File: config.mk
export PLATFORM = sky130hd
export DESIGN_NAME = slot_pool_allocator_unit
export DESIGN_NICKNAME = d
export VERILOG_FILES = /design/src/hw/rtl/spa_pkg.sv /design/src/hw/rtl/slot_pool_allocator_unit.sv /design/src/hw/rtl/spa_ram.sv
export SDC_FILE = /design/constraint.sdc
export NUM_CORES = 1
export LEC_CHECK = 0
export ABC_AREA = 0
export BUFFER_PORTS_ARGS = -buffer_cell sky130_fd_sc_hd__buf_2
export CAP_MARGIN = 0
export CORE_AREA = 2 2 149 114
export CTS_CLUSTER_DIAMETER = 50
export DETAILED_ROUTE_END_ITERATION = 16
export DIE_AREA = 0 0 151 116
export PLACE_DENSITY = 0.85
export SKIP_LAST_GASP = 1
export SLEW_MARGIN = 20
export SYNTH_ARGS = -nofsm -noshare
export SYNTH_HDL_FRONTEND = slang
export SYNTH_HIERARCHICAL = 1
export SYNTH_SLANG_ARGS = --single-unit
File: constraint.sdc
create_clock -name clk_i -period 7.3 [get_ports clk_i]
set_clock_uncertainty 0.2 [all_clocks]
set_input_delay 0.365 -clock clk_i [delete_from_list [all_inputs] [get_ports clk_i]]
set_output_delay 0.365 -clock clk_i [all_outputs]
set_load 0.02 [all_outputs]
File: src/hw/rtl/spa_pkg.sv
// Package for the slot pool allocator: shared widths, codes and FSM state type.
// No dependencies; imported by slot_pool_allocator_unit.
package spa_pkg;

  // Default pool depth; the design supports MAX_SLOTS from 1 to 16
  localparam int unsigned MAX_SLOTS_DEF = 16;

  // Fixed field widths of the request and response channels
  localparam int unsigned POOL_W      = 5;
  localparam int unsigned SLOT_W      = 4;
  localparam int unsigned COUNT_W     = 5;
  localparam int unsigned IN_TDATA_W  = 8;
  localparam int unsigned OUT_TDATA_W = 16;

  typedef enum logic {
    OP_ACQUIRE = 1'b0,
    OP_RELEASE = 1'b1
  } op_e;

  typedef enum logic [1:0] {
    STAT_OK         = 2'd0,
    STAT_NO_IDLE    = 2'd1,
    STAT_BUSY_EMPTY = 2'd2,
    STAT_BAD_SLOT   = 2'd3
  } status_e;

  typedef enum logic [2:0] {
    ST_INIT,
    ST_IDLE,
    ST_UNLINK,
    ST_LINK,
    ST_SPLICE
  } state_e;

endpackage

File: src/hw/rtl/slot_pool_allocator_unit.sv
// Slot pool allocator top level: idle/busy doubly linked rings in link RAMs.
// Depends on spa_pkg and spa_ram.
//
//  channel   | dir | handshake                  | payload (low bit first)
//  ----------+-----+----------------------------+-----------------------------------------
//  s_axis    | in  | s_axis_tvalid/s_axis_tready| operation[0], slot[4:1]
//  m_axis    | out | m_axis_tvalid/m_axis_tready| status[1:0], granted_slot[5:2],
//            |     |                            | idle_count[10:6], busy_count[15:11]
//  cfg       | in  | cfg_we_i (no wait)         | pool_size[4:0]
//
// A rejected request (no idle slot, busy ring empty, bad slot) answers at its accept edge.
// An acquire or release reads the slot's links, then does the unlink with a read of the
// target head's prev link, writes the slot's own links, and splices it in unless the
// target ring was empty, all bounded by the single read port of each link RAM.
// After reset and after each pool_size write a clearing pass rewrites all MAX_SLOTS
// link RAM entries, one entry a cycle; no request is accepted during it.
// A request is taken only while the output register is empty or being drained.
module slot_pool_allocator_unit
  import spa_pkg::*;
#(
  parameter int unsigned MAX_SLOTS = MAX_SLOTS_DEF
) (
  input  logic                   clk_i,
  input  logic                   rst_ni,
  // configuration
  input  logic                   cfg_we_i,
  input  logic [POOL_W-1:0]      cfg_wdata_i,
  // request stream
  input  logic                   s_axis_tvalid,
  output logic                   s_axis_tready,
  input  logic [IN_TDATA_W-1:0]  s_axis_tdata,   // operation, slot
  // response stream
  output logic                   m_axis_tvalid,
  input  logic                   m_axis_tready,
  output logic [OUT_TDATA_W-1:0] m_axis_tdata    // status, granted_slot, idle_count, busy_count
);

  localparam int unsigned IdxW = (MAX_SLOTS > 1) ? $clog2(MAX_SLOTS) : 1;
  localparam int unsigned CntW = $clog2(MAX_SLOTS + 1);
  localparam logic [POOL_W-1:0] PoolMax = POOL_W'(MAX_SLOTS);
  localparam logic [IdxW-1:0]   LastIdx = IdxW'(MAX_SLOTS - 1);

  // ---------------------------------------------------------------------------------------
  // State
  // ---------------------------------------------------------------------------------------
  state_e                 state_q, state_d;
  logic [POOL_W-1:0]      pool_q;
  logic [IdxW-1:0]        clr_q;
  logic [IdxW-1:0]        idle_head_q, busy_head_q;
  logic                   idle_empty_q, busy_empty_q;
  logic [CntW-1:0]        idle_total_q, busy_total_q;
  logic [MAX_SLOTS-1:0]   busy_mark_q;

  // operation in flight
  logic                   acq_q;
  logic [IdxW-1:0]        slot_q;
  logic [IdxW-1:0]        tgt_q;
  logic                   tgt_empty_q;
  logic [IdxW-1:0]        p2_q;

  // output register
  logic                   m_valid_q;
  logic [OUT_TDATA_W-1:0] m_data_q;

  // link RAM ports
  logic            nxt_we, prv_we;
  logic [IdxW-1:0] nxt_waddr, prv_waddr, nxt_wdata, prv_wdata;
  logic [IdxW-1:0] nxt_raddr, prv_raddr, nxt_rdata, prv_rdata;

  spa_ram #(.WIDTH(IdxW), .DEPTH(MAX_SLOTS)) u_next_ram (
    .clk_i   (clk_i),
    .we_i    (nxt_we),
    .waddr_i (nxt_waddr),
    .wdata_i (nxt_wdata),
    .raddr_i (nxt_raddr),
    .rdata_o (nxt_rdata)
  );

  spa_ram #(.WIDTH(IdxW), .DEPTH(MAX_SLOTS)) u_prev_ram (
    .clk_i   (clk_i),
    .we_i    (prv_we),
    .waddr_i (prv_waddr),
    .wdata_i (prv_wdata),
    .raddr_i (prv_raddr),
    .rdata_o (prv_rdata)
  );

  // ---------------------------------------------------------------------------------------
  // Request decode and checks
  // ---------------------------------------------------------------------------------------
  op_e               in_op;
  logic [SLOT_W-1:0] in_slot;
  logic [IdxW-1:0]   req_idx;
  logic              in_range, req_busy, in_fire, req_err, start;
  status_e           err_status;
  logic [IdxW-1:0]   src_sel, tgt_sel;
  logic              tgt_empty_sel;

  assign in_op    = op_e'(s_axis_tdata[0]);
  assign in_slot  = s_axis_tdata[SLOT_W:1];
  assign req_idx  = IdxW'(in_slot);
  assign in_range = POOL_W'(in_slot) < pool_q;
  assign req_busy = in_range ? busy_mark_q[req_idx] : 1'b0;
  assign s_axis_tready = (state_q == ST_IDLE) && (!m_valid_q || m_axis_tready) && !cfg_we_i;
  assign in_fire  = s_axis_tvalid && s_axis_tready && !cfg_we_i;

  always_comb begin
    req_err    = 1'b0;
    err_status = STAT_OK;
    if (in_op == OP_ACQUIRE) begin
      if (idle_empty_q) begin
        req_err    = 1'b1;
        err_status = STAT_NO_IDLE;
      end
    end else if (busy_empty_q) begin
      req_err    = 1'b1;
      err_status = STAT_BUSY_EMPTY;
    end else if (!req_busy) begin
      req_err    = 1'b1;
      err_status = STAT_BAD_SLOT;
    end
  end

  assign start         = in_fire && !req_err;
  assign src_sel       = (in_op == OP_ACQUIRE) ? idle_head_q : req_idx;
  assign tgt_sel       = (in_op == OP_ACQUIRE) ? busy_head_q : idle_head_q;
  assign tgt_empty_sel = (in_op == OP_ACQUIRE) ? busy_empty_q : idle_empty_q;

  // unlink view of the slot's own links (valid in ST_UNLINK)
  logic unlink_alone;
  assign unlink_alone = (nxt_rdata == slot_q);

  // clearing pass values for entry clr_q
  logic [POOL_W-1:0] clr_w, clr_nxt, clr_prv;
  always_comb begin
    clr_w = POOL_W'(clr_q);
    if (clr_w < pool_q) begin
      clr_nxt = (clr_w + 1'b1 == pool_q) ? '0 : clr_w + 1'b1;
      clr_prv = (clr_w == '0) ? pool_q - 1'b1 : clr_w - 1'b1;
    end else begin
      clr_nxt = clr_w;
      clr_prv = clr_w;
    end
  end

  // clamped pool size of a configuration write
  logic [POOL_W-1:0] cfg_pool;
  always_comb begin
    cfg_pool = cfg_wdata_i;
    if (cfg_pool == '0) begin
      cfg_pool = POOL_W'(1);
    end
    if (cfg_pool > PoolMax) begin
      cfg_pool = PoolMax;
    end
  end

  // ---------------------------------------------------------------------------------------
  // FSM next state
  // ---------------------------------------------------------------------------------------
  always_comb begin
    state_d = state_q;
    case (state_q)
      ST_INIT:   if (clr_q == LastIdx) state_d = ST_IDLE;
      ST_IDLE:   if (start) state_d = ST_UNLINK;
      ST_UNLINK: state_d = ST_LINK;
      ST_LINK:   state_d = tgt_empty_q ? ST_IDLE : ST_SPLICE;
      ST_SPLICE: state_d = ST_IDLE;
      default:   state_d = ST_INIT;
    endcase
    if (cfg_we_i) begin
      state_d = ST_INIT;
    end
  end

  // ---------------------------------------------------------------------------------------
  // FSM outputs: link RAM accesses and completion
  // ---------------------------------------------------------------------------------------
  logic done;
  always_comb begin
    nxt_we    = 1'b0;
    prv_we    = 1'b0;
    nxt_waddr = slot_q;
    prv_waddr = slot_q;
    nxt_wdata = slot_q;
    prv_wdata = slot_q;
    nxt_raddr = src_sel;
    prv_raddr = src_sel;
    done      = 1'b0;
    case (state_q)
      ST_INIT: begin
        nxt_we    = 1'b1;
        prv_we    = 1'b1;
        nxt_waddr = clr_q;
        prv_waddr = clr_q;
        nxt_wdata = IdxW'(clr_nxt);
        prv_wdata = IdxW'(clr_prv);
      end
      ST_IDLE: begin
        // read the slot's own links
      end
      ST_UNLINK: begin
        // close the source ring around the slot, fetch prev link of the target head
        nxt_we    = !unlink_alone;
        prv_we    = !unlink_alone;
        nxt_waddr = prv_rdata;
        nxt_wdata = nxt_rdata;
        prv_waddr = nxt_rdata;
        prv_wdata = prv_rdata;
        prv_raddr = tgt_q;
      end
      ST_LINK: begin
        // slot's own links; a ring of one when the target was empty
        nxt_we    = 1'b1;
        prv_we    = 1'b1;
        nxt_wdata = tgt_empty_q ? slot_q : tgt_q;
        prv_wdata = tgt_empty_q ? slot_q : prv_rdata;
        done      = tgt_empty_q;
      end
      ST_SPLICE: begin
        nxt_we    = 1'b1;
        prv_we    = 1'b1;
        nxt_waddr = p2_q;
        prv_waddr = tgt_q;
        done      = 1'b1;
      end
      default: begin
      end
    endcase
  end

  // ---------------------------------------------------------------------------------------
  // Ring heads, counts, busy marks and clearing counter
  // ---------------------------------------------------------------------------------------
  always_ff @(posedge clk_i or negedge rst_ni) begin
    if (!rst_ni) begin
      state_q      <= ST_INIT;
      pool_q       <= PoolMax;
      clr_q        <= '0;
      idle_head_q  <= '0;
      busy_head_q  <= '0;
      idle_empty_q <= 1'b0;
      busy_empty_q <= 1'b1;
      idle_total_q <= CntW'(MAX_SLOTS);
      busy_total_q <= '0;
      busy_mark_q  <= '0;
    end else begin
      state_q <= state_d;
      if (cfg_we_i) begin
        pool_q       <= cfg_pool;
        clr_q        <= '0;
        idle_head_q  <= '0;
        busy_head_q  <= '0;
        idle_empty_q <= 1'b0;
        busy_empty_q <= 1'b1;
        idle_total_q <= CntW'(cfg_pool);
        busy_total_q <= '0;
        busy_mark_q  <= '0;
      end else if (state_q == ST_INIT) begin
        clr_q <= clr_q + 1'b1;
      end else if (state_q == ST_UNLINK) begin
        if (acq_q) begin
          idle_empty_q <= unlink_alone;
          if (!unlink_alone) idle_head_q <= nxt_rdata;
          busy_head_q  <= slot_q;
          busy_empty_q <= 1'b0;
          busy_mark_q[slot_q] <= 1'b1;
          if (idle_total_q != '0) idle_total_q <= idle_total_q - 1'b1;
          busy_total_q <= busy_total_q + 1'b1;
        end else begin
          busy_empty_q <= unlink_alone;
          if (!unlink_alone) busy_head_q <= nxt_rdata;
          idle_head_q  <= slot_q;
          idle_empty_q <= 1'b0;
          busy_mark_q[slot_q] <= 1'b0;
          idle_total_q <= idle_total_q + 1'b1;
          if (busy_total_q != '0) busy_total_q <= busy_total_q - 1'b1;
        end
      end
    end
  end

  // operation registers
  always_ff @(posedge clk_i) begin
    if (start) begin
      acq_q       <= (in_op == OP_ACQUIRE);
      slot_q      <= src_sel;
      tgt_q       <= tgt_sel;
      tgt_empty_q <= tgt_empty_sel;
    end
    if (state_q == ST_LINK) begin
      p2_q <= prv_rdata;
    end
  end

  // ---------------------------------------------------------------------------------------
  // Response register
  // ---------------------------------------------------------------------------------------
  logic [SLOT_W-1:0] done_granted;
  assign done_granted = acq_q ? SLOT_W'(slot_q) : '0;

  always_ff @(posedge clk_i or negedge rst_ni) begin
    if (!rst_ni) begin
      m_valid_q <= 1'b0;
    end else if ((in_fire && req_err) || done) begin
      m_valid_q <= 1'b1;
    end else if (m_axis_tready) begin
      m_valid_q <= 1'b0;
    end
  end

  always_ff @(posedge clk_i) begin
    if (in_fire && req_err) begin
      m_data_q <= {COUNT_W'(busy_total_q), COUNT_W'(idle_total_q), SLOT_W'(0), err_status};
    end else if (done) begin
      m_data_q <= {COUNT_W'(busy_total_q), COUNT_W'(idle_total_q), done_granted, STAT_OK};
    end
  end

  assign m_axis_tvalid = m_valid_q;
  assign m_axis_tdata  = m_data_q;

  // ---------------------------------------------------------------------------------------
  // Assertions
  // ---------------------------------------------------------------------------------------
  a_counts_sum: assert property (@(posedge clk_i) disable iff (!rst_ni)
    (POOL_W + 1)'(idle_total_q) + (POOL_W + 1)'(busy_total_q) == (POOL_W + 1)'(pool_q))
    else $error("idle and busy counts do not add up to the pool size");

  a_idle_empty: assert property (@(posedge clk_i) disable iff (!rst_ni)
    idle_empty_q == (idle_total_q == '0))
    else $error("idle empty flag disagrees with idle count");

  a_busy_marks: assert property (@(posedge clk_i) disable iff (!rst_ni)
    $countones(busy_mark_q) == int'(busy_total_q))
    else $error("busy marks disagree with busy count");

  a_no_accept_in_pass: assert property (@(posedge clk_i) disable iff (!rst_ni)
    (state_q == ST_INIT) |-> !s_axis_tready)
    else $error("request accepted during clearing pass");

endmodule

File: src/hw/rtl/spa_ram.sv
// Generic simple dual-port RAM: one write port, one read port, registered read.
// No dependencies.
module spa_ram #(
  parameter int unsigned WIDTH = 4,
  parameter int unsigned DEPTH = 16
) (
  input  logic                                         clk_i,
  input  logic                                         we_i,
  input  logic [((DEPTH > 1) ? $clog2(DEPTH) : 1)-1:0] waddr_i,
  input  logic [WIDTH-1:0]                             wdata_i,
  input  logic [((DEPTH > 1) ? $clog2(DEPTH) : 1)-1:0] raddr_i,
  output logic [WIDTH-1:0]                             rdata_o
);

  logic [WIDTH-1:0] mem_q [DEPTH];
  logic [WIDTH-1:0] rdata_q;

  always_ff @(posedge clk_i) begin
    if (we_i) begin
      mem_q[waddr_i] <= wdata_i;
    end
    rdata_q <= mem_q[raddr_i];
  end

  assign rdata_o = rdata_q;

endmodule

==> results.sh <==
export IMPL_synth_fp_nets=802
export IMPL_vias=6729
export IMPL_viasPerCell=6.65
export IMPL_synthFlopType="edfxtp_1"
export IMPL_drtIter0Drc=762
export IMPL_final_common_cell="edfxtp_1"
export IMPL_cts_root_buf="clkbuf_16"
export IMPL_final_cell_mix="edfxtp_1 (154), nor2_1 (81), nand2_1 (47)"
export IMPL_synth_area_per_cell_um2=13.4
export IMPL_path_clk_slew_ps=60
export IMPL_hold_violations=0
export IMPL_synth_area_top_cells="edfxtp_1 (45%), dfrtp_1 (11%), mux4_1 (8.2%)"
export IMPL_cts_htree_levels=1
export IMPL_dp_hpwl_mm=14.7
export IMPL_start_kind="register"
export IMPL_cp_data_arrival_time_ps=4030
export IMPL_clk_latency_ps=510
export IMPL_cts_tree="done"
export IMPL_area_growth_pct=9.17
export IMPL_yosysTopAreaCell="edfxtp_1"
export IMPL_drv_slew=0
export IMPL_dr_pass1_iters=6
export IMPL_hp_class="in2reg"
export IMPL_drive_gt1_frac=0.137
export IMPL_end_kind="register"
export IMPL_die_width_um=151
export IMPL_synth_top_area_share=0.451
export IMPL_ys_ff_latch=215
export IMPL_synth_edff_count=154
export IMPL_grt_total_usage=0.262
export IMPL_max_slew_worst_pin_slew_ps=1010
export IMPL_ios=36
export IMPL_max_freq_mhz=259
export IMPL_ys_seq_area_frac=0.594
export IMPL_power_leakage_nw=4.18
export IMPL_grt_max_degree=54
export IMPL_overflow=0
export IMPL_antenna_found_initial=0
export IMPL_port_buffers=32
export IMPL_irDropWorstVdd_mv=0.226
export IMPL_drv_cap=0
export IMPL_timing_final_crit_period_ps=3870
export IMPL_synth_area_mm2=0.0103
export IMPL_row_count=40
export IMPL_drc=0
export IMPL_fin_tns_setup_ps=0
export IMPL_cellPowerDensity_mw_per_mm2=342
export IMPL_postRouteWirelength_mm=22.1
export IMPL_avgRoutedWirePerCell_um=21.8
export IMPL_postLayoutCoreUtil=0.703
export IMPL_crit_required_ps=7470
export IMPL_grt_pass1_wl_mm=35.1
export IMPL_layout_nets=825
export IMPL_critical_path_max_fanout=19
export IMPL_synth_cell_types=67
export IMPL_setup_violations_final=0
export IMPL_fillers=1011
export IMPL_core_mm2=0.0159
export IMPL_status="complete, no violations"
export IMPL_async_flop_share=0.228
export IMPL_worstSetupPathType="reg2reg"
export IMPL_critPathMaxStageDelay_ps=710
export IMPL_synthCells=766
export IMPL_rsz0062_at_grt="false"
export IMPL_timing_final_crit_share=0.530
export IMPL_synth_warning_count=6
export IMPL_die_h_um=116
export IMPL_clock_path_buffers=3
export IMPL_gp_congestion=0.907
export IMPL_slowest_stage="mux2_2"
export IMPL_die_area_mm2=0.0175
export IMPL_ant_nets=0
export IMPL_initial_core_util=0.644
export IMPL_slew_headroom=0.327
export IMPL_cts_sinks=215
export IMPL_cts_inserted_buffers=21
export IMPL_grt_pass1_vias=6570
export IMPL_cp_cell_sequence="nor2b_1, nand2_2, mux2_2, mux4_1, a22oi_1, nand3_1"
==> state kept, by name, indices dropped and copies added (netlist names), 5 cells and up <==
signal and flops:
u_next_ram/mem_q 64, u_prev_ram/mem_q 64, busy_mark_q 16, m_axis_tdata 16, busy_total_q 5, idle_total_q 5, pool_q 5
==> final timing paths <==
path / cells after the start / startpoint / slack, ps / endpoint
setup reg to reg: 6 / state_q[1]$_DFFE_PN0P_ / 3430 / u_prev_ram/rdata_o[3]$_DFF_P_
hold reg to reg: 0 / u_prev_ram/rdata_o[0]$_DFF_P_ / 280 / p2_q[0]$_DFFE_PP_
hold / removal: 3 / m_axis_tready / 5 / m_axis_tvalid$_DFFE_PN0P_
min in group asynchronous: 2 / rst_ni / 220 / busy_mark_q[6]$_DFFE_PN0P_
max in group asynchronous: 2 / rst_ni / 6200 / pool_q[1]$_DFFE_PN0P_
setup / recovery: 6 / state_q[1]$_DFFE_PN0P_ / 3430 / u_prev_ram/rdata_o[3]$_DFF_P_
==> layer usage <==
metal  vias to the layer above  GRT usage  part of all wire
li1                       2976          -                 -
met1                      3347      0.378              0.42
met2                       353      0.417              0.47
met3                        53     0.0421             0.084
met4                         0     0.0810             0.024
met5                         -          0                 0
==> where the power goes <==
group	switching [W]	internal, W	leakage, nW	total, W
clock	0.000448	0.000563	0.310	0.00101
sequential	0.000108	0.00171	2.17	0.00182
combinational	0.000674	0.000317	1.70	0.000992
==> logic make-up after synthesis <==
family	share of synthesized area
flops	0.594
simple gates	0.114
mux	0.133
compound gates	0.0949
fa+ha+maj	0.0234
xor+xnor	0.0120
buf+inv	0.0284
==> through the flow <==
step | total power (W) | hold slack [ps] | instance area (um^2) | setup slack [ps] | instances
global placement | 0.00272 | 271 | 10500 | 3740 | 970
global route | 0.00400 | 39.1 | 11200 | 3230 | 1011
floorplan | 0.00248 | -131 | 10300 | 4540 | 766
detailed placement | 0.00281 | 266 | 10500 | 3620 | 970
finish | 0.00382 | 4.93 | 11200 | 3430 | 1012
CTS | 0.00382 | 1.07 | 11200 | 3560 | 1011
==> critical path, delay by kind of cell, from the launching register on <==
kind | cells | cell delay (ps)
compound gates | 1 | 270
mux | 2 | 1360
simple gates | 3 | 1290
flops | 1 | 600
==> area by class of cell <==
cell class,instances,area [um^2],share of cell area
clock buffer,22,529,0.0473
clock inverter,13,100,0.00894
multi-input combinational,492,3900,0.348
timing repair buffer,39,230,0.0206
inverter,20,75.1,0.00671
tap,210,263,0.0235
sequential,215,6090,0.545
antenna,1,2.50,0.000224
==> synthesized netlist by cell type, types with 3 or more instances <==
cell and number:
a211oi_1 3, a211oi_2 5, a21o_1 6, a21oi_1 34
a22oi_1 26, and2_1 11, buf_2 6, buf_6 4
clkbuf_1 25, dfrtp_1 46, dfstp_2 3, dfxtp_1 12
edfxtp_1 154, ha_1 16, inv_1 18, mux2_1 6
mux2_2 13, mux2i_1 22, mux4_1 32, mux4_2 4
nand2_1 47, nand2b_1 13, nand3_1 25, nand3b_1 8
nor2_1 81, nor2b_1 13, nor3_1 17, o21a_1 3
o21ai_0 30, o21ai_1 7, o22ai_1 3, o31ai_1 5
or3_1 6, or4_1 4, xnor2_1 10, xor2_1 4
==> repair_timing <==
action | in CTS | in global routing
endpoints found under the hold margin | 54 | 0
gates resized for setup | 0 | 0
setup buffers | 0 | 0
hold buffers | 6 | 0
(Power assumes the default switching activity.)
